**src/rtl/xymu_pkg.sv**
```systemverilog
package xymu_pkg;

	// field widths
	localparam int ANGLE_W    = 16;
	localparam int SITE_W     = 8;
	localparam int RAND_W     = 16;
	localparam int BETA_W     = 16;
	localparam int AMP_W      = 16;
	localparam int COUP_W     = 15;
	localparam int DE_W       = 20;
	localparam int COS_W      = 16;
	localparam int SUM_W      = 19;
	localparam int X_W        = 35;
	localparam int WEIGHT_W   = 17;
	localparam int CFG_IDX_W  = 2;
	localparam int CFG_DATA_W = 16;

	localparam int LATTICE_SIDE_DEF = 16;

	// register indexes
	localparam logic [CFG_IDX_W-1:0] CFG_BETA = 2'd0;
	localparam logic [CFG_IDX_W-1:0] CFG_AMP  = 2'd1;
	localparam logic [CFG_IDX_W-1:0] CFG_COUP = 2'd2;

	// register reset values
	localparam logic [BETA_W-1:0] BETA_RST = 16'd256;
	localparam logic [AMP_W-1:0]  AMP_RST  = 16'd10430;
	localparam logic [COUP_W-1:0] COUP_RST = 15'd4096;

	// item kinds
	localparam logic REQ_LOAD  = 1'b0;
	localparam logic REQ_TRIAL = 1'b1;

	// fixed point constants
	localparam logic [32:0] TWO_PI_Q30 = 33'd6746518852;
	localparam logic [28:0] INV_E_Q30  = 29'd395007543;
	localparam logic [30:0] Q30_ONE    = 31'd1073741824;

endpackage

```
**src/rtl/xymu_mem.sv**
```systemverilog
module xymu_mem #(
	parameter int LATTICE_SIDE = xymu_pkg::LATTICE_SIDE_DEF,
	localparam int DEPTH = LATTICE_SIDE * LATTICE_SIDE,
	localparam int AW = $clog2(DEPTH)
) (
	input  logic                        clk,
	input  logic                        rd_en,
	input  logic [AW-1:0]               rd_addr,
	output logic [xymu_pkg::ANGLE_W-1:0] rd_data,
	input  logic                        wr_en,
	input  logic [AW-1:0]               wr_addr,
	input  logic [xymu_pkg::ANGLE_W-1:0] wr_data
);
	import xymu_pkg::*;

	logic [ANGLE_W-1:0] mem_q [DEPTH];
	logic [ANGLE_W-1:0] rd_data_q;

	// one write and one registered read per cycle
	always_ff @(posedge clk) begin
		if (wr_en) begin
			mem_q[wr_addr] <= wr_data;
		end
		if (rd_en) begin
			rd_data_q <= mem_q[rd_addr];
		end
	end

	assign rd_data = rd_data_q;
endmodule

```
**config.mk**
```make
export PLATFORM = sky130hd
export DESIGN_NAME = xymu_mem
export DESIGN_NICKNAME = d
export VERILOG_FILES = /design/src/rtl/xymu_pkg.sv /design/src/rtl/xymu_mem.sv
export SDC_FILE = /design/constraint.sdc
export NUM_CORES = 2
export LEC_CHECK = 0
export BUFFER_PORTS_ARGS = -buffer_cell sky130_fd_sc_hd__buf_2
export CAP_MARGIN = 0
export CORE_MARGIN = 2
export CORE_UTILIZATION = 45
export DETAILED_ROUTE_END_ITERATION = 6
export MAX_ROUTING_LAYER = met4
export SLEW_MARGIN = 30
export SYNTH_ARGS = -nofsm -noshare
export SYNTH_HDL_FRONTEND = slang
export SYNTH_SLANG_ARGS = --single-unit
export TNS_END_PERCENT = 100
```
**constraint.sdc**
```tcl
create_clock -name clk -period 3.1 [get_ports clk]
set_input_delay 0.155 -clock clk [delete_from_list [all_inputs] [get_ports clk]]
set_output_delay 0.155 -clock clk [all_outputs]
set_load 0.02 [all_outputs]
```
==> results.py <==
metrics = {
    "run_status": {
        "status": "complete, no violations",
    },
    "setup_path": {
        "crit_type": "in -> reg",
        "path_cells": "buf_12 -> buf_4 -> buf_12 -> buf_12 -> buf_4 -> mux2i_1 -> o221ai_1 -> o32ai_1 -> a22oi_1 -> nand4_1 -> nor4_1",
        "r2r-start": "mem_q[3][11]$_DFFE_PP_",
        "crit_buf_inv": 5,
        "cp_common_cell": "buf_12",
        "startpoint": "rd_addr[0]",
        "reg2reg_to": "rd_data[11]$_DFFE_PP_",
        "cp.required_ps": 3860,
        "critPathCapture": "rd_data[1]$_DFFE_PP_",
        "slowest_stage": "a22oi_1",
        "max_stage_delay_ps": 840,
        "arrival_ps": 3810,
        "worst_path_dominant_cell_family": "buffers and inverters",
        "r2r_slack_ps": 170,
        "crit_path_start_kind": "input pin",
        "rr_worst_depth": 6,
        "cp.depth": 11,
        "worst-path-max-fanout": 31,
        "cp-end-kind": "flip-flop",
    },
    "route": {
        "routed_wl_mm": 436,
        "route.detailed.drc": 0,
        "via_per_inst": 6.06,
        "firstDrtPassIters": 7,
        "antenna_left": 0,
        "drtIter0Drc": 10700,
        "vias": 80600,
        "wl_per_cell_microns": 32.8,
    },
    "place": {
        "place_ws_ps": -746,
        "dpl-instance-area_sq_um": 171000,
        "place.gp.congestion": 0.928,
        "place.port_buffers": 50,
        "place_hpwl_mm": 267,
    },
    "clocking": {
        "cts_root_buf": "clkbuf_16",
        "htreeDepth": 5,
        "cts_setup_buffers": 0,
        "cts_tree": "done",
        "cts_buffers": 418,
        "clk_pin_slew_ps": 60,
        "cts_buffer_depth": 4,
        "numClockSinks": 4112,
        "clk_latency_ps": 980,
    },
    "timing": {
        "slew_headroom": 0.261,
        "fmax_mhz": 328,
        "final_max_slew_viol_count": 0,
        "rsz0062_at_grt": "false",
        "min_period_ps": 3050,
        "hold_violations": 0,
        "tightest_slew_ps": 1110,
        "finClkSkew_ps": 45.3,
        "setup_slack_ps": 53.0,
        "setup_viol": 0,
        "timing.final.crit_share": 0.983,
    },
    "floorplan": {
        "io_pins": 51,
        "die-height_microns": 598,
        "die-area_sq_um": 358000,
        "std_cell_rows": 218,
        "core-area_sq_um": 352000,
        "start_util": 0.451,
        "fp.dieW_microns": 598,
    },
    "final_layout": {
        "syn2layout_area_growth_pct": 16.0,
        "multi_input_area_sq_um": 33000,
        "nFillCells": 27100,
        "layout.area.seq_sq_um": 123000,
        "drive_above_1_share": 0.286,
        "fin_area_sq_um": 184000,
        "fin_nets": 8244,
    },
    "global_route": {
        "grt_overflow": 0,
        "grt_first_pass_wirelength_mm": 614,
        "globalRouteTotalUtil": 0.250,
        "grt_pass1_vias": 80200,
        "antenna_found_initial": 26,
        "grt_max_degree": 133,
    },
    "synthesis": {
        "synth_top_flop_cell": "edfxtp_1",
        "yosysSeqAreaShare": 0.777,
        "syn_nets": 7395,
        "netlist_instances": 7360,
        "post_synth.cell_area_avg_sq_um": 21.6,
        "synth-warning-count": 0,
        "async_flop_share": 0,
        "syn_area_sq_um": 159000,
        "synth-edff-count": 4112,
        "synth-seq-cells": 4112,
        "synth_cell_types": 51,
    },
    "power_and_ir_drop": {
        "seq_power_share": 0.525,
        "leakagePower_uw": 0.0591,
        "power_switching_uw": 25200,
        "totalPowerFinal_uw": 117000,
        "combPwrFrac": 0.054,
        "p_int_uw": 91900,
        "clockPowerShare": 0.422,
        "p_sw_frac": 0.215,
        "power.density_nw_per_um2": 635,
        "vdd_drop_max_uv": 450,
    },
    "flow_run": {
        "cap_violations": 0,
    },
    "hold_path": {
        "hold_class": "in -> reg",
    },
}
==> layer usage <==
layer | vias up | part of all wire | GRT usage
li1 | 33100 | - | -
met1 | 43200 | 0.40 | 0.337
met4 | 0 | 0.041 | 0.0869
met2 | 3635 | 0.48 | 0.387
met3 | 721 | 0.081 | 0.0423
met5 | - | 0 | -
==> sequential cells by signal, summed over array words and instances, names as in the netlist <==
register,cells
mem_q,4096
rd_data,16
==> power by group through the flow <==
stage	sequential, uW	clock [uW]	combinational (uW)
6_report	61400	49300	6290
3_5_place_dp	62600	0	6250
4_1_cts	61400	50100	6290
5_1_grt	61400	52200	6560
2_1_floorplan	62600	0	3020
3_3_place_gp	62600	0	6150
==> worst reg2reg max path: cells and delay by family, from the launching register on <==
kind             cells  cell delay [ps]
AO/OA/AOI/OAI        2             1160
multiplexers         2              770
flip-flops           1              370
AND/OR/NAND/NOR      2              370
==> cells by family (layout without fill, tap and decap cells) <==
family / count (synthesis) / in the layout / share of synthesized area
flip-flops: 4112 / 4112 / 0.777
other: 0 / 9 / 0
AO/OA/AOI/OAI: 786 / 786 / 0.0353
AND/OR/NAND/NOR: 556 / 556 / 0.0157
buffers and inverters: 456 / 1657 / 0.0169
multiplexers: 1450 / 1450 / 0.155
==> area by class of cell <==
cell class	count	area share
antenna	9	0.000122
multi-input combinational	2792	0.179
clock buffer	506	0.0593
clock inverter	266	0.0134
timing repair buffer	881	0.0454
inverter	4	0.000149
sequential	4112	0.670
tap	4730	0.0321
==> synthesized netlist by cell type (2+ instances only) <==
cell | n | area, sq um
or3_1 | 2 | 12.5
mux2i_1 | 565 | 5660
o21ai_0 | 37 | 185
nand2_1 | 38 | 143
a21o_1 | 2 | 15.0
or2_2 | 4 | 25.0
a31oi_1 | 6 | 37.5
buf_2 | 76 | 380
nand4b_1 | 3 | 26.3
nor4bb_1 | 2 | 20.0
a21oi_1 | 175 | 876
edfxtp_1 | 4112 | 123000
a221oi_1 | 28 | 245
buf_12 | 5 | 100
nand3_1 | 35 | 175
nand2b_1 | 3 | 18.8
a22oi_1 | 43 | 323
o221ai_1 | 252 | 2210
nor2_1 | 304 | 1140
and3_1 | 11 | 68.8
o22ai_1 | 148 | 926
nor4_1 | 17 | 106
o31ai_1 | 16 | 120
o32ai_1 | 20 | 175
buf_1 | 27 | 101
a211oi_1 | 18 | 135
buf_4 | 26 | 195
buf_6 | 77 | 867
mux4_2 | 797 | 17900
nand4_1 | 26 | 163
and4_1 | 2 | 17.5
mux2_2 | 88 | 991
nor3_1 | 92 | 460
buf_8 | 11 | 165
inv_1 | 3 | 11.3
a2111oi_0 | 6 | 52.6
nor2b_1 | 9 | 56.3
clkbuf_1 | 230 | 863
a22o_1 | 32 | 280
==> worst min-delay path by stage <==
| stage | startpoint | to | slack [ps] | cells past startpoint |
|---|---|---|---|---|
| 6_report | wr_addr[1] | mem_q[151][0]$_DFFE_PP_ | 100 | 4 |
| 4_1_cts | wr_addr[1] | mem_q[163][11]$_DFFE_PP_ | 10 | 4 |
| 3_5_place_dp | wr_data[5] | mem_q[254][5]$_DFFE_PP_ | 610 | 1 |
| 2_1_floorplan | wr_data[0] | mem_q[0][0]$_DFFE_PP_ | 250 | 0 |
| 5_1_grt | wr_addr[1] | mem_q[163][5]$_DFFE_PP_ | 50 | 4 |
| 3_3_place_gp | wr_data[2] | mem_q[126][2]$_DFFE_PP_ | 610 | 1 |
==> through the flow <==
step	hold slack (ps)	setup TNS [ps]	instances	utilization
final	99.7	0	13300	0.523
after global routing	50.2	0	13300	0.523
after CTS	12.8	0	13300	0.523
after detailed placement	614	-7170	12500	0.484
after global placement	609	-6870	12500	0.484
after floorplan	254	0	7360	-
==> what timing repair did <==
item	in CTS	in global routing
hold endpoints to repair	2254	0
endpoints found under the setup margin	3	0
hold buffers	19	0
gates resized for setup	3	0
==> layout by cell type, fill, tap and decap left out, types with 90 or more instances in the layout <==
cell type     n
edfxtp_1   4112
mux4_2      797
buf_4       685
mux2i_1     565
clkbuf_16   424
o221ai_1    252
nor2_1      214
a21oi_1     175
o22ai_1     148
buf_12      126
clkinv_1    110
nor3_1       90
(Power assumes the default switching activity.)
