`config.mk`:
```
export PLATFORM = sky130hd
export DESIGN_NAME = xymu_exp
export DESIGN_NICKNAME = d
export VERILOG_FILES = /design/src/rtl/xymu_pkg.sv /design/src/rtl/xymu_exp.sv
export SDC_FILE = /design/constraint.sdc
export NUM_CORES = 2
export LEC_CHECK = 0
export BUFFER_PORTS_ARGS = -buffer_cell sky130_fd_sc_hd__buf_2
export CAP_MARGIN = 25
export CORE_AREA = 2 2 357 359
export CTS_CLUSTER_SIZE = 28
export DETAILED_ROUTE_END_ITERATION = 7
export DIE_AREA = 0 0 359 361
export GPL_TIMING_DRIVEN = 0
export PLACE_DENSITY = 0.8
export SLEW_MARGIN = 20
export SYNTH_ARGS = -nofsm -noshare
export SYNTH_HDL_FRONTEND = slang
export SYNTH_SLANG_ARGS = --single-unit
```
`constraint.sdc`:
```
create_clock -name clk -period 12.5 [get_ports clk]
set_input_delay 1.25 -clock clk [delete_from_list [all_inputs] [get_ports clk]]
set_output_delay 1.25 -clock clk [all_outputs]
set_load 0.005 [all_outputs]
```
`src/rtl/xymu_pkg.sv`:
```
package xymu_pkg;

	// field widths
	localparam int ANGLE_W    = 16;
	localparam int SITE_W     = 8;
	localparam int RAND_W     = 16;
	localparam int BETA_W     = 16;
	localparam int AMP_W      = 16;
	localparam int COUP_W     = 15;
	localparam int DE_W       = 20;
	localparam int COS_W      = 16;
	localparam int SUM_W      = 19;
	localparam int X_W        = 35;
	localparam int WEIGHT_W   = 17;
	localparam int CFG_IDX_W  = 2;
	localparam int CFG_DATA_W = 16;

	localparam int LATTICE_SIDE_DEF = 16;

	// register indexes
	localparam logic [CFG_IDX_W-1:0] CFG_BETA = 2'd0;
	localparam logic [CFG_IDX_W-1:0] CFG_AMP  = 2'd1;
	localparam logic [CFG_IDX_W-1:0] CFG_COUP = 2'd2;

	// register reset values
	localparam logic [BETA_W-1:0] BETA_RST = 16'd256;
	localparam logic [AMP_W-1:0]  AMP_RST  = 16'd10430;
	localparam logic [COUP_W-1:0] COUP_RST = 15'd4096;

	// item kinds
	localparam logic REQ_LOAD  = 1'b0;
	localparam logic REQ_TRIAL = 1'b1;

	// fixed point constants
	localparam logic [32:0] TWO_PI_Q30 = 33'd6746518852;
	localparam logic [28:0] INV_E_Q30  = 29'd395007543;
	localparam logic [30:0] Q30_ONE    = 31'd1073741824;

endpackage

```
`src/rtl/xymu_exp.sv`:
```
module xymu_exp (
	input  logic                              clk,
	input  logic                              arst_n,
	input  logic                              start,
	input  logic [xymu_pkg::X_W-1:0]          x,
	output logic                              done,
	output logic [xymu_pkg::WEIGHT_W-1:0]     weight
);
	import xymu_pkg::*;

	typedef enum logic [2:0] {E_IDLE, E_MUL, E_DIV, E_FIX, E_POW, E_OUT} exp_state_t;

	exp_state_t  state_q;
	logic        zero_q;
	logic [3:0]  n_q;
	logic [29:0] f_q;
	logic [30:0] p_q;
	logic [29:0] prod_q;
	logic [29:0] q0_q;
	logic [3:0]  k_q;

	// floor((2^32 - 1) / k) for k = 1..10
	function automatic logic [31:0] div_recip(input logic [3:0] k);
		logic [31:0] r;
		unique case (k)
			4'd1:    r = 32'd4294967295;
			4'd2:    r = 32'd2147483647;
			4'd3:    r = 32'd1431655765;
			4'd4:    r = 32'd1073741823;
			4'd5:    r = 32'd858993459;
			4'd6:    r = 32'd715827882;
			4'd7:    r = 32'd613566756;
			4'd8:    r = 32'd536870911;
			4'd9:    r = 32'd477218588;
			4'd10:   r = 32'd429496729;
			default: r = 32'd0;
		endcase
		return r;
	endfunction

	logic [60:0] fp_prod;
	logic [61:0] recip_prod;
	logic [33:0] qk;
	logic [33:0] rem;
	logic [29:0] q_fix;
	logic [59:0] pow_prod;
	logic [30:0] w_round;

	assign fp_prod    = 61'(f_q) * 61'(p_q);
	assign recip_prod = 62'(prod_q) * 62'(div_recip(k_q));
	assign qk         = 34'(q0_q) * 34'(k_q);
	assign rem        = 34'(prod_q) - qk;
	assign q_fix      = q0_q + 30'((rem >= 34'(k_q)) ? 1 : 0);
	assign pow_prod   = 60'(p_q) * 60'(INV_E_Q30) + 60'(1 << 29);
	assign w_round    = p_q + 31'd8192;

	// fractional series, then one factor 1/e per integer unit
	always_ff @(posedge clk or negedge arst_n) begin
		if (!arst_n) begin
			state_q <= E_IDLE;
		end else begin
			unique case (state_q)
				E_IDLE: if (start) state_q <= (x[X_W-1:24] != '0) ? E_OUT : E_MUL;
				E_MUL:  state_q <= E_DIV;
				E_DIV:  state_q <= E_FIX;
				E_FIX:  state_q <= (k_q == 4'd1) ? E_POW : E_MUL;
				E_POW:  if (n_q == 4'd0) state_q <= E_OUT;
				E_OUT:  state_q <= E_IDLE;
				default: state_q <= E_IDLE;
			endcase
		end
	end

	always_ff @(posedge clk) begin
		unique case (state_q)
			E_IDLE: begin
				zero_q <= (x[X_W-1:24] != '0);
				n_q    <= x[23:20];
				f_q    <= {x[19:0], 10'b0};
				p_q    <= Q30_ONE;
				k_q    <= 4'd10;
			end
			E_MUL: prod_q <= fp_prod[59:30];
			E_DIV: q0_q <= recip_prod[61:32];
			E_FIX: begin
				p_q <= Q30_ONE - 31'(q_fix);
				k_q <= k_q - 4'd1;
			end
			E_POW: begin
				if (n_q != 4'd0) begin
					p_q <= {1'b0, pow_prod[59:30]};
					n_q <= n_q - 4'd1;
				end
			end
			default: ;
		endcase
	end

	assign done   = (state_q == E_OUT);
	assign weight = zero_q ? '0 : w_round[30:14];
endmodule

```
==> run metrics <==
status=completed; Main synth FF type=edfxtp_1; final worst-path cycle share=0.836; Max transition margin=0.170; CTS tree=built; Synth Area in Compound Gates=0.0569; fraction of layout instances using a drive strength above 1=0.0258; sequential-to-total area share from yosys stat=0.0578; Area Growth Syn to Fin=4.57%; Async SR Flop Fraction=0.0217; pin count of the biggest net entering global routing=32; post-synthesis simple-gate area fraction=0.119; htree depth=4; root buf cell=clkbuf_16; critical path class=reg2reg; Routed WL=221 mm; Fill cells=11000; GRT overflow=0; Critical Path Start Type=register; max cap viols=0; Final Max Slew Viols=0; syn nets=9799; Synth Area in XOR/XNOR=0.0228; WP data required=roughly 13000 ps; Max Fclk=95.7 MHz; main combinational cell family by area after synthesis=adder cells; Sink Count=between 100 and 150; first-pass GRT wire length=338 mm; area leader, netlist=fa_1; die area=~130000 um2; register area=between 3000 and 4000 um2; CP arrival=10680 ps; # rows=130; reg2reg end=q0_q[19]; dominant cells by area after synthesis=fa_1, ha_1, inv_1, edfxtp_1, nand2_1; Final setup viols=0; crit path capture=q0_q[19]; Post-synth EDFFs=120; Mean Syn Cell Area=9.37 um2; CTS buffer count=17; placed wire-length estimate=189 mm; IO buf count=55; Longest Clk Path Bufs=2; post-synth top area share=0.465; vias in the first global route=55900; die span in y=361 um; via count=~52000; Final ANT Viol Nets=0; Yosys warning count=0; Post-CTS Resized=0; worst hold path type=in2async; DR iter-0 viols=between 5000 and 6000; cts hold-fix bufs=0; worst slew pin tran=1240 ps; Reg2Reg Depth=25; Avg Vias per Cell=5.74; area of the multi-input gates=56100 um2; unrepaired setup endpoints after global routing=false; reg-to-reg slack, setup=2050 ps; Remaining DRCs=0; Worst-Skew Late Latency=520 ps; min Tclk post-route=10450 ps; post-synthesis instance area=68800 um2; register bit total from synthesis=between 100 and 150; Worst Clk Skew=~25 ps; nets=about 9900; RD Place Congestion=between 1 and 1.5; width of the die=between 300 and 400 um; initial antenna violation count=10; Sum Neg Setup Slack=0 ps; postcts setup bufs=0; Adder-Cell Fraction of Synth Area=0.615; mux cell area share after synthesis=0.00140; drt first pass iters=8; core area=~130000 um2; drt wl/cell=24.3 um; distinct cell type count after synthesis=between 100 and 150; crit path capture type=register; GRT Util Overall=0.352; clk slew on worst S/H paths=70 ps; Synth Instances=7341; Final Hold Viols=0; IO Count=56; Max FO, Critical Path=10; initial core utilization=0.548
==> critical path, cell delays in order (launching register included) <==
cell,delay [ps]
dfxtp_1,390
clkbuf_1,790
clkbuf_1,890
nand2_1,310
fa_1,610
inv_1,50
fa_1,530
inv_1,80
fa_1,580
fa_1,450
fa_1,520
fa_1,500
inv_1,50
fa_1,690
fa_1,480
ha_1,380
nand2_1,70
nor2_1,170
nand4_1,170
a211o_1,310
a31oi_1,990
nand2_1,130
a21oi_1,260
a21o_1,180
a21oi_1,90
xnor2_1,490
==> cell usage in the layout, fill, tap and decap left out, types with 7 or more instances in the layout <==
cell / instances
a2111oi_0: 8
a211oi_1: 19
a21boi_0: 7
a21o_1: 79
a21oi_1: 157
a31oi_1: 28
and2_1: 396
and3_1: 28
and4_1: 9
buf_2: 66
buf_4: 10
buf_6: 16
clkbuf_1: 251
clkbuf_16: 17
dfxtp_1: 15
edfxtp_1: 120
fa_1: 1598
ha_1: 822
inv_1: 2010
mux2i_1: 7
nand2_1: 931
nand2b_1: 19
nand3_1: 49
nand4_1: 35
nor2_1: 134
nor2b_1: 16
nor3_1: 35
nor4_1: 11
o211ai_1: 14
o21a_1: 17
o21ai_0: 92
o21bai_1: 19
o22ai_1: 35
o31ai_1: 10
or2_2: 8
xnor2_1: 117
xor2_1: 62
==> Yosys cell counts, drive strengths merged, types with 5 or more instances <==
master / count
a2111oi: 12
a211oi: 22
a21boi: 11
a21o: 79
a21oi: 160
a31oi: 31
a41oi: 5
and2: 401
and3: 31
and4: 9
buf: 25
clkbuf: 254
dfxtp: 15
edfxtp: 120
fa: 1598
ha: 822
inv: 2010
mux2i: 7
nand2: 933
nand2b: 19
nand3: 51
nand3b: 6
nand4: 36
nor2: 136
nor2b: 16
nor3: 37
nor3b: 7
nor4: 13
o211ai: 15
o21a: 17
o21ai: 100
o21bai: 19
o221ai: 6
o22ai: 35
o31ai: 12
o41ai: 6
or2: 10
or3: 7
xnor2: 117
xor2: 62
==> layout make-up <==
| cell class | instances | share of cell area |
|---|---|---|
| inverters | 2010 | 0.105 |
| diodes | 6 | 0.000209 |
| clock buffers | 19 | 0.00616 |
| well taps | 1650 | 0.0287 |
| clock inverters | 13 | 0.00200 |
| repair buffers | 71 | 0.00635 |
| plain buffers | 279 | 0.0167 |
| flip-flops and latches | 138 | 0.0553 |
| multi-input cells | 4914 | 0.780 |
==> through the flow <==
| stage | area (um2) | hold WS (ps) | cells | worst slack (ps) | util |
|---|---|---|---|---|---|
| 2_1_floorplan | 68800 | 572 | 7341 | 4660 | - |
| 3_5_place_dp | 71300 | 616 | 9058 | 2520 | 0.568 |
| 5_1_grt | 71900 | 551 | 9094 | 2110 | 0.573 |
| 3_3_place_gp | 71100 | 612 | 9046 | 1210 | 0.567 |
| 6_report | 71900 | 560 | 9100 | 2050 | 0.574 |
| 4_1_cts | 71900 | 540 | 9090 | 2490 | 0.573 |
==> kinds of logic after synthesis <==
family / after synthesis
AND/OR/NAND/NOR: 1725
adder cells (fa/ha/maj): 2420
buffers and inverters: 2289
flip-flops: 138
multiplexers: 9
AO/OA/AOI/OAI: 581
XOR/XNOR: 179
==> worst min-delay path by stage <==
| stage | from | end | slack [ps] | depth (start not counted) |
|---|---|---|---|---|
| 3_3_place_gp | n_q[3] | state_q[0] | 610 | 3 |
| 4_1_cts | arst_n | state_q[2] | 540 | 1 |
| 3_5_place_dp | n_q[3] | state_q[0] | 620 | 3 |
| 2_1_floorplan | n_q[3] | state_q[0] | 570 | 3 |
| 6_report | arst_n | state_q[2] | 560 | 1 |
| 5_1_grt | arst_n | state_q[2] | 550 | 1 |
==> layer usage <==
metal / GRT usage / share of wire
met1: 0.441 / 0.37
met2: 0.539 / 0.44
met3: 0.0916 / 0.11
met4: 0.239 / 0.081
met5: 0 / 0.00021
Power is not shown: default switching activity piles up to over one toggle a cycle in this logic, so the estimate is an artifact.
